**src/rtl/drum_step_sequencer_core_assert.svh**
```systemverilog
// Assertion macros for the drum step sequencer core.
// Each macro samples on the rising edge of clk and is disabled during rst.
`ifndef DRUM_STEP_SEQUENCER_CORE_ASSERT_SVH
`define DRUM_STEP_SEQUENCER_CORE_ASSERT_SVH

// Condition that must hold at every clock edge outside reset
`define DSS_ASSERT_ALWAYS(lbl, expr, msg) \
  lbl: assert property (@(posedge clk) disable iff (rst) (expr)) else $error(msg);

// Condition that must hold whenever the antecedent holds in the same cycle
`define DSS_ASSERT_IMPLY(lbl, ante, cons, msg) \
  lbl: assert property (@(posedge clk) disable iff (rst) (ante) |-> (cons)) else $error(msg);

`endif

```
**src/rtl/dss_pkg.sv**
```systemverilog
`default_nettype none

package dss_pkg;

  localparam int STEPS      = 16;
  localparam int TRACKS     = 6;
  localparam int MEL_TRACKS = 3;
  localparam int BTN_W      = 24;

  // Mode codes
  localparam logic [1:0] MODE_PROGRAM   = 2'd0;
  localparam logic [1:0] MODE_PLAY      = 2'd1;
  localparam logic [1:0] MODE_WAIT_NOTE = 2'd2;

  // Button bits
  localparam int BTN_PREV = 0;
  localparam int BTN_NEXT = 1;
  localparam int BTN_PLAY = 7;

  // Track numbers
  localparam logic [2:0] TRK_KICK  = 3'd0;
  localparam logic [2:0] TRK_SNARE = 3'd1;
  localparam logic [2:0] TRK_HIHAT = 3'd2;
  localparam logic [2:0] TRK_TRI   = 3'd3;
  localparam logic [2:0] TRK_SQ1   = 3'd4;
  localparam logic [2:0] TRK_SQ2   = 3'd5;
  localparam logic [2:0] TRK_LAST  = 3'd5;

  // Sample trigger codes
  localparam logic [1:0] TRIG_NONE  = 2'd0;
  localparam logic [1:0] TRIG_KICK  = 2'd1;
  localparam logic [1:0] TRIG_SNARE = 2'd2;

  // Configuration register indexes
  localparam logic CFG_STEP_LENGTH  = 1'b0;
  localparam logic CFG_BLINK_PERIOD = 1'b1;

  localparam logic [7:0] STEP_LENGTH_RESET  = 8'd30;
  localparam logic [7:0] BLINK_PERIOD_RESET = 8'd60;
  localparam logic [7:0] BLINK_ENTRY_COUNT  = 8'd4;

  // One queued tick: rising edges of the button levels
  typedef struct packed {
    logic [BTN_W-1:0] rise;
  } item_t;

  typedef struct packed {
    logic [7:0] step_length;
    logic [7:0] blink_period;
  } cfg_t;

  typedef struct packed {
    logic       program_dot;
    logic [2:0] pattern_display;
    logic [15:0] step_leds;
    logic [9:0] triangle_period;
    logic [8:0] square2_period;
    logic [8:0] square1_period;
    logic       square2_gate;
    logic       square1_gate;
    logic       hihat_gate;
    logic [1:0] sample_trigger;
  } result_t;

  // Note periods C4 .. C5
  function automatic logic [7:0] note_period(input logic [2:0] idx);
    logic [7:0] v;
    unique case (idx)
      3'd0: v = 8'd197;
      3'd1: v = 8'd176;
      3'd2: v = 8'd156;
      3'd3: v = 8'd148;
      3'd4: v = 8'd131;
      3'd5: v = 8'd118;
      3'd6: v = 8'd104;
      3'd7: v = 8'd98;
      default: v = 8'd0;
    endcase
    return v;
  endfunction

endpackage

`default_nettype wire

```
**src/rtl/drum_step_sequencer_core.sv**
```systemverilog
// Sixteen-step drum sequencer core.
// Input channel s_*: one transfer per main-loop tick, s_tdata carries the 24
// button levels (bit 0 prev, bit 1 next, bit 7 play, bits 8..23 steps).
// Output channel m_*: exactly one result transfer per input tick, in order,
// holding the sample trigger, gate levels, channel periods, step LEDs, track
// display and program dot.
// Configuration: cfg_we writes cfg_data into register cfg_index
// (0 step_length, 1 blink_period); write only while the block is idle.
// Path: a tick is accepted into a two-entry queue, is read from the queue by
// the back end, and its result is registered in the output register that
// drives m_tvalid.
// Throughput: one tick per cycle while m_tready is high; the back end evaluates
// a whole tick (edge decode, pattern update and LED update) combinationally.
// Stalls: when m_tready is low the result is held; the queue absorbs two
// more ticks, then s_tready drops until the receiver takes the result.
// Reset: synchronous rst clears the nonzero flags of the pattern store, program
// mode, track 1, gates, periods and LEDs, and loads step_length 30 and blink_period 60.
`default_nettype none

module drum_step_sequencer_core (
  input  wire logic        clk,
  input  wire logic        rst,
  input  wire logic        s_tvalid,
  output logic             s_tready,
  // [23:0] buttons
  input  wire logic [23:0] s_tdata,
  output logic             m_tvalid,
  input  wire logic        m_tready,
  // [1:0] sample_trigger, [2] hihat_gate, [3] square1_gate, [4] square2_gate,
  // [13:5] square1_period, [22:14] square2_period, [32:23] triangle_period,
  // [48:33] step_leds, [51:49] pattern_display, [52] program_dot, [55:53] zero
  output logic [55:0]      m_tdata,
  input  wire logic        cfg_we,
  input  wire logic        cfg_index,
  input  wire logic [7:0]  cfg_data
);

  `include "drum_step_sequencer_core_assert.svh"

  dss_pkg::cfg_t    cfg;
  dss_pkg::item_t   push_item;
  dss_pkg::item_t   pop_item;
  dss_pkg::result_t result;
  logic             push;
  logic             pop;
  logic             q_full;
  logic             q_valid;

  // Configuration registers
  always_ff @(posedge clk) begin
    if (rst) begin
      cfg.step_length  <= dss_pkg::STEP_LENGTH_RESET;
      cfg.blink_period <= dss_pkg::BLINK_PERIOD_RESET;
    end else if (cfg_we) begin
      unique case (cfg_index)
        dss_pkg::CFG_STEP_LENGTH:  cfg.step_length  <= cfg_data;
        dss_pkg::CFG_BLINK_PERIOD: cfg.blink_period <= cfg_data;
        default: ;
      endcase
    end
  end

  dss_front u_front (
    .clk       (clk),
    .rst       (rst),
    .s_tvalid  (s_tvalid),
    .s_tready  (s_tready),
    .s_tdata   (s_tdata),
    .q_full    (q_full),
    .push      (push),
    .push_item (push_item)
  );

  dss_queue u_queue (
    .clk       (clk),
    .rst       (rst),
    .push      (push),
    .push_item (push_item),
    .full      (q_full),
    .pop       (pop),
    .q_valid   (q_valid),
    .pop_item  (pop_item)
  );

  dss_back u_back (
    .clk        (clk),
    .rst        (rst),
    .cfg        (cfg),
    .q_valid    (q_valid),
    .item       (pop_item),
    .pop        (pop),
    .out_valid  (m_tvalid),
    .out_ready  (m_tready),
    .out_result (result)
  );

  // Pack the result, zero fill to whole bytes
  assign m_tdata = {3'b000, result};

  `DSS_ASSERT_IMPLY(a_display_range, m_tvalid, result.pattern_display != 3'd0 && result.pattern_display != 3'd7, "track display out of range")
  `DSS_ASSERT_ALWAYS(a_trigger_code, !m_tvalid || result.sample_trigger != 2'd3, "illegal sample trigger code")
  `DSS_ASSERT_IMPLY(a_trigger_play, m_tvalid && result.sample_trigger != dss_pkg::TRIG_NONE, !result.program_dot, "sample fired outside play")
  `DSS_ASSERT_IMPLY(a_gates_play, m_tvalid && result.program_dot, !result.hihat_gate && !result.square1_gate && !result.square2_gate && result.triangle_period == 10'd0, "channel sounding in program mode")

endmodule

`default_nettype wire

```
**src/rtl/dss_front.sv**
```systemverilog
`default_nettype none

module dss_front (
  input  wire logic                      clk,
  input  wire logic                      rst,
  input  wire logic                      s_tvalid,
  output logic                           s_tready,
  input  wire logic [dss_pkg::BTN_W-1:0] s_tdata,
  input  wire logic                      q_full,
  output logic                           push,
  output dss_pkg::item_t                 push_item
);

  logic [dss_pkg::BTN_W-1:0] prev_buttons;

  // Take a tick whenever the queue has room
  assign s_tready       = !q_full;
  assign push           = s_tvalid && s_tready;
  assign push_item.rise = s_tdata & ~prev_buttons;

  // Hold the levels of the last accepted tick for edge detection
  always_ff @(posedge clk) begin
    if (rst) begin
      prev_buttons <= '0;
    end else if (push) begin
      prev_buttons <= s_tdata;
    end
  end

endmodule

`default_nettype wire

```
**src/rtl/dss_queue.sv**
```systemverilog
`default_nettype none

module dss_queue (
  input  wire logic           clk,
  input  wire logic           rst,
  input  wire logic           push,
  input  wire dss_pkg::item_t push_item,
  output logic                full,
  input  wire logic           pop,
  output logic                q_valid,
  output dss_pkg::item_t      pop_item
);

  dss_pkg::item_t mem [2];
  logic           wr_ptr;
  logic           rd_ptr;
  logic [1:0]     count;

  assign full     = (count == 2'd2);
  assign q_valid  = (count != 2'd0);
  assign pop_item = mem[rd_ptr];

  // Store incoming ticks
  always_ff @(posedge clk) begin
    if (push) begin
      mem[wr_ptr] <= push_item;
    end
  end

  // Advance pointers and occupancy
  always_ff @(posedge clk) begin
    if (rst) begin
      wr_ptr <= 1'b0;
      rd_ptr <= 1'b0;
      count  <= 2'd0;
    end else begin
      if (push) wr_ptr <= ~wr_ptr;
      if (pop)  rd_ptr <= ~rd_ptr;
      if (push && !pop)      count <= 2'(count + 2'd1);
      else if (pop && !push) count <= 2'(count - 2'd1);
    end
  end

endmodule

`default_nettype wire

```
**src/rtl/dss_back.sv**
```systemverilog
`default_nettype none

module dss_back (
  input  wire logic            clk,
  input  wire logic            rst,
  input  wire dss_pkg::cfg_t   cfg,
  input  wire logic            q_valid,
  input  wire dss_pkg::item_t  item,
  output logic                 pop,
  output logic                 out_valid,
  input  wire logic            out_ready,
  output dss_pkg::result_t     out_result
);

  // Sequencer state
  logic [1:0]  mode, mode_next;
  logic [2:0]  sel, sel_next;
  logic [3:0]  pos, pos_next;
  logic [7:0]  tc, tc_next;
  logic [2:0]  gates, gates_next;
  logic [8:0]  sq1p, sq1p_next;
  logic [8:0]  sq2p, sq2p_next;
  logic [9:0]  tri_lvl, tri_lvl_next;
  logic [15:0] latch, latch_next;
  logic [1:0]  trig;

  // Pattern store: nonzero flag per track and step, note index for melodic tracks
  logic [dss_pkg::TRACKS-1:0][dss_pkg::STEPS-1:0]              nz, nz_next;
  logic [dss_pkg::MEL_TRACKS-1:0][dss_pkg::STEPS-1:0][2:0]     notes, notes_next;

  logic [dss_pkg::STEPS-1:0] step_rise;
  logic                      pick_any;
  logic [3:0]                pick_step;
  logic                      note_any;
  logic [2:0]                note_pick;
  logic [1:0]                mel_sel;
  logic [7:0]                cnt;
  logic [15:0]               onehot;

  // Process a queued tick when the output register is free or draining
  assign pop = q_valid && (!out_valid || out_ready);

  assign step_rise = {item.rise[15:8], item.rise[23:16]};
  assign mel_sel   = 2'(sel - dss_pkg::TRK_TRI);

  // Step button on the lowest button bit opens note entry, highest note button wins
  always_comb begin
    pick_any  = 1'b0;
    pick_step = '0;
    note_any  = 1'b0;
    note_pick = '0;
    for (int i = 23; i >= 8; i--) begin
      if (item.rise[i]) begin
        pick_any  = 1'b1;
        pick_step = (i < 16) ? 4'(i) : 4'(i - 16);
      end
    end
    for (int i = 0; i < 8; i++) begin
      if (item.rise[i]) begin
        note_any  = 1'b1;
        note_pick = 3'(i);
      end
    end
  end

  // Task step followed by LED step
  always_comb begin
    mode_next    = mode;
    sel_next     = sel;
    pos_next     = pos;
    tc_next      = tc;
    gates_next   = gates;
    sq1p_next    = sq1p;
    sq2p_next    = sq2p;
    tri_lvl_next = tri_lvl;
    latch_next   = latch;
    nz_next      = nz;
    notes_next   = notes;
    trig         = dss_pkg::TRIG_NONE;
    cnt          = tc;
    onehot       = '0;

    priority if (item.rise[dss_pkg::BTN_PLAY]) begin
      unique case (mode)
        dss_pkg::MODE_WAIT_NOTE: begin
          nz_next[sel][pos] = 1'b0;
          mode_next         = dss_pkg::MODE_PROGRAM;
        end
        dss_pkg::MODE_PROGRAM: begin
          mode_next = dss_pkg::MODE_PLAY;
          pos_next  = '0;
          tc_next   = cfg.step_length;
        end
        dss_pkg::MODE_PLAY: begin
          mode_next    = dss_pkg::MODE_PROGRAM;
          gates_next   = '0;
          tri_lvl_next = '0;
        end
        default: ;
      endcase
    end else if (mode == dss_pkg::MODE_WAIT_NOTE) begin
      if (note_any) begin
        nz_next[sel][pos]        = 1'b1;
        notes_next[mel_sel][pos] = note_pick;
        mode_next                = dss_pkg::MODE_PROGRAM;
      end
    end else if (mode == dss_pkg::MODE_PROGRAM) begin
      priority if (item.rise[dss_pkg::BTN_NEXT] && sel < dss_pkg::TRK_LAST) begin
        sel_next = 3'(sel + 3'd1);
      end else if (item.rise[dss_pkg::BTN_PREV] && sel > dss_pkg::TRK_KICK) begin
        sel_next = 3'(sel - 3'd1);
      end else begin
        sel_next = sel;
      end
      if (sel_next < dss_pkg::TRK_TRI) begin
        nz_next[sel_next] = nz[sel_next] ^ step_rise;
      end else if (pick_any) begin
        mode_next = dss_pkg::MODE_WAIT_NOTE;
        pos_next  = pick_step;
        tc_next   = dss_pkg::BLINK_ENTRY_COUNT;
      end
    end else if (mode == dss_pkg::MODE_PLAY) begin
      if (tc == (cfg.step_length >> 1)) begin
        gates_next   = '0;
        tri_lvl_next = '0;
      end
      tc_next = 8'(tc - 8'd1);
      if (tc == 8'd0) begin
        tc_next = cfg.step_length;
        if (nz[dss_pkg::TRK_KICK][pos])  trig = dss_pkg::TRIG_KICK;
        if (nz[dss_pkg::TRK_SNARE][pos]) trig = dss_pkg::TRIG_SNARE;
        if (nz[dss_pkg::TRK_HIHAT][pos]) gates_next[2] = 1'b1;
        tri_lvl_next = nz[dss_pkg::TRK_TRI][pos]
                     ? {dss_pkg::note_period(notes[0][pos]), 2'b00} : 10'd0;
        if (nz[dss_pkg::TRK_SQ1][pos]) begin
          gates_next[0] = 1'b1;
          sq1p_next     = {dss_pkg::note_period(notes[1][pos]), 1'b0};
        end
        if (nz[dss_pkg::TRK_SQ2][pos]) begin
          gates_next[1] = 1'b1;
          sq2p_next     = {dss_pkg::note_period(notes[2][pos]), 1'b0};
        end
        pos_next = 4'(pos + 4'd1);
      end
    end else begin
      // unused mode code: hold the sequencer state
      mode_next = mode;
    end

    // LED step on the updated state
    onehot = 16'd1 << pos_next;
    if (mode_next == dss_pkg::MODE_WAIT_NOTE) begin
      cnt = 8'(tc_next - 8'd1);
      if (cnt == 8'd0) begin
        cnt = cfg.blink_period;
        if (!pos_next[3]) latch_next = {latch_next[15:8], onehot[7:0]};
        else              latch_next = {onehot[15:8], latch_next[7:0]};
      end
      if (cnt == (cfg.blink_period >> 1)) latch_next = '0;
      tc_next = cnt;
    end else if (mode_next == dss_pkg::MODE_PROGRAM) begin
      latch_next = nz_next[sel_next];
    end else if (mode_next == dss_pkg::MODE_PLAY) begin
      latch_next = onehot;
    end
  end

  // Commit state on each processed tick
  always_ff @(posedge clk) begin
    if (rst) begin
      mode    <= dss_pkg::MODE_PROGRAM;
      sel     <= dss_pkg::TRK_KICK;
      pos     <= '0;
      tc      <= '0;
      gates   <= '0;
      sq1p    <= '0;
      sq2p    <= '0;
      tri_lvl <= '0;
      latch   <= '0;
      nz      <= '0;
    end else if (pop) begin
      mode    <= mode_next;
      sel     <= sel_next;
      pos     <= pos_next;
      tc      <= tc_next;
      gates   <= gates_next;
      sq1p    <= sq1p_next;
      sq2p    <= sq2p_next;
      tri_lvl <= tri_lvl_next;
      latch   <= latch_next;
      nz      <= nz_next;
    end
  end

  // Note indexes are qualified by the nonzero flags
  always_ff @(posedge clk) begin
    if (pop) begin
      notes <= notes_next;
    end
  end

  // Output register
  always_ff @(posedge clk) begin
    if (rst) begin
      out_valid <= 1'b0;
    end else if (pop) begin
      out_valid <= 1'b1;
    end else if (out_ready) begin
      out_valid <= 1'b0;
    end
  end

  always_ff @(posedge clk) begin
    if (pop) begin
      out_result.sample_trigger  <= trig;
      out_result.hihat_gate      <= gates_next[2];
      out_result.square1_gate    <= gates_next[0];
      out_result.square2_gate    <= gates_next[1];
      out_result.square1_period  <= sq1p_next;
      out_result.square2_period  <= sq2p_next;
      out_result.triangle_period <= tri_lvl_next;
      out_result.step_leds       <= latch_next;
      out_result.pattern_display <= 3'(sel_next + 3'd1);
      out_result.program_dot     <= (mode_next == dss_pkg::MODE_PROGRAM);
    end
  end

endmodule

`default_nettype wire
```
**config.mk**
```make
export PLATFORM = sky130hd
export DESIGN_NAME = drum_step_sequencer_core
export DESIGN_NICKNAME = d
export VERILOG_FILES = /design/src/rtl/dss_pkg.sv /design/src/rtl/drum_step_sequencer_core.sv /design/src/rtl/dss_front.sv /design/src/rtl/dss_queue.sv /design/src/rtl/dss_back.sv
export VERILOG_INCLUDE_DIRS = /design/src /design/src/rtl
export SDC_FILE = /design/constraint.sdc
export NUM_CORES = 1
export LEC_CHECK = 0
export ABC_AREA = 1
export BUFFER_PORTS_ARGS = -buffer_cell sky130_fd_sc_hd__buf_2
export CORE_UTILIZATION = 50
export CTS_BUF_LIST = sky130_fd_sc_hd__clkbuf_2
export DETAILED_ROUTE_END_ITERATION = 8
export PLACE_DENSITY_LB_ADDON = 0.2
export SLEW_MARGIN = 40
export SYNTH_ARGS = -nofsm -noshare
export SYNTH_HDL_FRONTEND = slang
export SYNTH_SLANG_ARGS = --single-unit
```
**constraint.sdc**
```tcl
create_clock -name clk -period 9.4 [get_ports clk]
set_clock_uncertainty 0.05 [all_clocks]
set_input_delay 1.88 -clock clk [delete_from_list [all_inputs] [get_ports clk]]
set_output_delay 1.88 -clock clk [all_outputs]
set_load 0.02 [all_outputs]
```
### Word-level counts from Yosys, hierarchy flattened

Memory sizes are Yosys's and may differ from the RTL's. A register that Yosys moved wholly into a read port is not among the register bits.
Index checks and enable logic that the tools add are counted.

| word-level totals | value |
|---|---|
| bits in registers | 402 |
| bits in writable memories | 48 |
| bits in read-only memories | 192 |
| input port bits | 38 |
| output and inout port bits | 58 |
| word-level logic and storage cells | 321 |
| memories kept | 4 |

| cells by class | value |
|---|---|
| $add $sub $neg | 9 |
| magnitude comparators | 12 |
| equal/unequal tests | 7 |
| shift operators | 1 |
| multiplexer cells | 167 |
| bitwise logic cells | 12 |
| reductions and logical operators | 28 |

Memory list:

| memory | depth | bits a word | read ports | clocked after memory_dff | write ports | RTL line | RTL |
|---|---|---|---|---|---|---|---|
| (name not given) | 8 | 8 | 1 | 0 | 0 | dss_pkg.sv:68 | `unique case (idx)` |
| (name not given) | 8 | 8 | 1 | 0 | 0 | dss_pkg.sv:68 |  |
| (name not given) | 8 | 8 | 1 | 0 | 0 | dss_pkg.sv:68 |  |
| u_queue.mem | 2 | 24 | 1 | 1 | 1 | dss_queue.sv:14 | `dss_pkg::item_t mem [2];` |

Operators with widths:

| cell | count |
|---|---|
| $mux W96 | 6 |
| $mux W16 | 10 |
| $bwmux W144 | 1 |
| $mux W9 | 12 |
| $and A96 B96 Y96 | 1 |
| $bmux W16 S3 | 2 |
| $bwmux W96 | 1 |
| $demux W16 S3 | 2 |
| $demux W48 S2 | 1 |
| $not A96 Y96 | 1 |
| $or A96 B96 Y96 | 1 |
| $mux W3 | 31 |
| $mux W8 | 11 |
| $mux W10 | 8 |
| $mux W4 | 16 |
| $mux W48 | 1 |
| $mux W1 | 42 |
| $bmux W3 S4 | 3 |
| $and A24 B24 Y24 | 1 |
| $bmux W1 S4 | 6 |
| $not A24 Y24 | 1 |
| $mux W2 | 11 |
| $eq A8 B7 Y1 | 2 |
| $logic_not A8 Y1 | 2 |
| 34 further kinds | 63 |

### Logic depth before layout (Yosys ltp)

| depth | value |
|---|---|
| depth after elaboration | 28 |
| mapped depth | 33 |
| gate-level depth less buffers | 30 |

### Modules after synthesis

A second synthesis with hierarchy kept.

| unflattened totals | value |
|---|---|
| cells, all modules | 3,552 |
| area total of the unflattened synthesis | 26,312.7 sq um |

By module, submodules not included:

| module | instances | cells each | area an instance (sq um) | sequential area each (sq um) |
|---|---|---|---|---|
| dss_back | 1 | 3,178 | 22,472.8 | 9,138.8 |
| dss_queue | 1 | 108 | 2,064.5 | 1,541.5 |
| dss_front | 1 | 181 | 1,131.1 | 480.5 |
| drum_step_sequencer_core | 1 | 85 | 644.4 | 320.3 |

### Worst setup path after synthesis

Ideal clock, no wire load.

| timing | value |
|---|---|
| path type | input-to-reg |
| from | input port m_tready |
| to | register u_back.out_result[0] (netlist name) (enable) |
| setup time | 0.438 ns |
| arrival time | 4.175 ns |
| required time | 8.912 ns |
| path slack | 4.737 ns |
| cell stages on the path | 4 |
| path buffers | 2 |
| path through | nor2_1 -> a21oi_1 -> clkbuf_1 -> clkbuf_1 |

| between the ends | value |
|---|---|
| longest elaborated chain between the ends | 2 |

RTL lines:

| what | RTL line | RTL |
|---|---|---|
| from (decl) | drum_step_sequencer_core.sv:28 | `input wire logic m_tready,` |
| $logic_or A1 B1 Y1 | dss_back.sv:41 | `assign pop = q_valid && (!out_valid \|\| out_ready);` |
| $logic_and A1 B1 Y1 | dss_back.sv:41 |  |
| via pop | drum_step_sequencer_core.sv:45 | `logic pop;` |
| to (decl) | dss_back.sv:12 | `output dss_pkg::result_t out_result` |

The timed path passes the listed nets, and every way through them passes these cells.
A chain may end at the register's enable or synchronous reset.

==> impl_metrics.tcl <==
set metrics [dict create \
    status "complete, no violations" \
    grt_antenna_before_repair 3 \
    finalSetupTns_ns 0 \
    drv_slew 0 \
    synth_seq_cells 451 \
    period_minus_slack_ns 5.573 \
    synth.distinct_cells 55 \
    cts_buffers 116 \
    grt_pass1_wl_mm 138.0 \
    core.rowCount 83 \
    final_common_cell "nand2_1" \
    avgSynthCellArea_um2 7.324 \
    wl_per_cell_um 20.61 \
    grt_overflow_total 0 \
    post_cts_resized 0 \
    clock_latency_ns 1.24 \
    die_y_um 229.8 \
    firstDrtPassIters 6 \
    root_buffer "clkbuf_2" \
    nNetsFinal 3645 \
    gp_congestion 0.9572 \
    multiInputGateArea_mm2 0.01210 \
    critPathKind "reg2reg" \
    totalWireLength_mm 90.00 \
    maxCapViolations 0 \
    dieArea_mm2 0.05282 \
    grt_pass1_vias 25006 \
    fillers 5032 \
    seq_area_frac_synth_pct 44.23 \
    via_per_inst 6.040 \
    h-tree-depth 3 \
    grt.busiest_layer "met2" \
    max_freq_ghz 0.1794 \
    final_cell_mix "668 x nand2_1, 572 x o21ai_0, 394 x inv_1" \
    drcViolationCount 0 \
    synth_top_area_share_pct 28.35 \
    initial_core_util_pct 50.59 \
    synth.area.top_cells "edfxtp_1 28%, dfxtp_1 16%, o21ai_0 11%, nand2_1 9.7%, a21oi_1 6.1%" \
    io_buffers 92 \
    fp.dieW_um 229.8 \
    crit_arrival_ns 6.56 \
    route.antenna.remaining_nets 0 \
    yosysWarnings 0 \
    grt.met1_usage_pct 43.26 \
    grt_setup_unrepaired "no" \
    coreArea_mm2 0.05130 \
    startpoint_type "flip-flop" \
    cts_tree "built" \
    maxSlewHeadroom_pct 35.81 \
    worstSetupEndpointType "flip-flop" \
    register_area_mm2 0.01149 \
    vias 26376 \
    postCtsSetupRepairBufs 0 \
    async_flop_share_pct 0 \
    min_period_over_period_pct 59.29 \
    hold_buffers 0 \
    hold_viol 0 \
    hold_class "reg2reg" \
    use_met2_pct 51.63 \
    area_growth_pct 7.520 \
    cp.required_ns 10.39 \
    use_met3_pct 7.130 \
    tightest_slew_ns 0.9605 \
    place_area_mm2 0.02679 \
    track_usage_pct 33.49 \
    drive_gt1_share_pct 11.80 \
    stdcell_area_mm2 0.02791 \
    grt_max_degree 93 \
    dp_hpwl_mm 57.73 \
    cts.reportedPaths.clkPinSlew_ns 0.10 \
    cts_num_sinks 451 \
    detail_route.iter0.violations 3591 \
    crit_fanout 63 \
    reg2reg_slack_ns 3.83 \
    syn-cell-area_mm2 0.02595 \
    setup_viol 0 \
    pin_count 96 \
    synth_top_area_cell "edfxtp_1" \
    yosys_most_used_dff "edfxtp_1" \
    cts_buffer_depth 3 \
    syn_inst 3544 \
    synth_edf_count 245 \
]
## worst max-delay path, cell delays in order, from the launching register on
cell and delay (ns):
dfxtp_1 0.32, buf_4 0.41, inv_4 0.12, nand2_1 0.10
nand2_2 0.36, inv_2 0.13, buf_4 0.66, nor2_1 0.26
a22oi_1 0.22, nand2_1 0.19, ha_1 0.28, nand2_2 0.10
nand2_1 0.07, nor2_1 0.09, nand3_1 0.09, nor2_2 0.37
nand2_2 0.17, nor2_1 0.60, inv_1 0.29, a21oi_1 0.24
o21ai_0 0.15, nand2_1 0.10
## worst paths after layout
kind,startpoint,endpoint,cells past startpoint
worst max-delay path,flip-flop,u_back.out_result[46]$_DFFE_PP_,21
worst min-delay path,u_back.sq1p[1]$_SDFFE_PP0P_,u_back.sq1p[1]$_SDFFE_PP0P_,2
worst max register to register,flip-flop,u_back.out_result[46]$_DFFE_PP_,21
worst min register to register,u_back.sq1p[1]$_SDFFE_PP0P_,u_back.sq1p[1]$_SDFFE_PP0P_,2
## per-layer routing
layer,wire length (µm),share of wire [%],up-vias
met2,39700,44,1556
met1,35880,40,12281
met5,22,0.024,-
li1,-,-,12191
met4,4984,5.5,4
met3,9405,10,344
## layout make-up
type / count / area share (%)
Antenna cell: 1 / 0.008967
Clock buffer: 177 / 3.174
Clock inverter: 38 / 0.6905
Inverter: 419 / 5.658
Multi-Input combinational cell: 2466 / 43.35
Sequential cell: 451 / 41.16
Tap cell: 680 / 3.049
Timing Repair Buffer: 135 / 2.914
## cells in the mapped netlist, drive strengths merged, types with 4 or more instances
cell,instances
inv,410
edfxtp,245
clkbuf,171
ha,18
mux2i,6
dfxtp,206
o22ai,51
nor3,13
buf,39
a221oi,11
o211ai,62
a21oi,314
nor2,345
a32oi,7
a21boi,4
nand4,40
a22oi,33
a211oi,14
o21ai,614
or2,25
xor2,9
nand3,185
nand2,690
clkinv,9
## state kept, by name (all words and copies together), names as in the netlist, named ones only
signal and count:
cfg 16, u_back.gates 3, u_back.latch 16, u_back.mode 2, u_back.notes 144, u_back.nz 96
u_back.out_result 53, u_back.out_valid 1, u_back.pos 4, u_back.sel 3, u_back.sq1p 9, u_back.sq2p 9
u_back.tc 8, u_back.tri_lvl 10, u_front.prev_buttons 24, u_queue.count 2, u_queue.mem 48, u_queue.rd_ptr 1
u_queue.wr_ptr 1
## per-stage QoR
stage | worst slack [ns] | hold WS, ns | utilization (%) | cells
CTS | 3.934 | 0.4053 | 54.33 | 4365
detailed placement | 3.981 | 0.3906 | 52.23 | 4150
global placement | 4.168 | 0.3855 | 52.18 | 4150
finish | 3.827 | 0.4013 | 54.40 | 4367
global route | 3.340 | 0.4253 | 54.40 | 4367
floorplan | 4.737 | 0.3745 | - | 3546
## kinds of logic (layout without fill, tap and decap cells)
logic type / after synthesis / after routing / share of synthesized area (%)
xor+xnor: 12 / 12 / 0.4050
fa+ha+maj: 18 / 18 / 0.8677
compound gates: 1126 / 1126 / 23.97
simple gates: 1301 / 1301 / 20.84
other cells: 1 / 4 / 0.01445
buf+inv: 629 / 769 / 9.439
mux: 6 / 6 / 0.2314
flops: 451 / 451 / 44.23
Power is not shown: default switching activity piles up to over one toggle a cycle in this logic, so the estimate is an artifact.
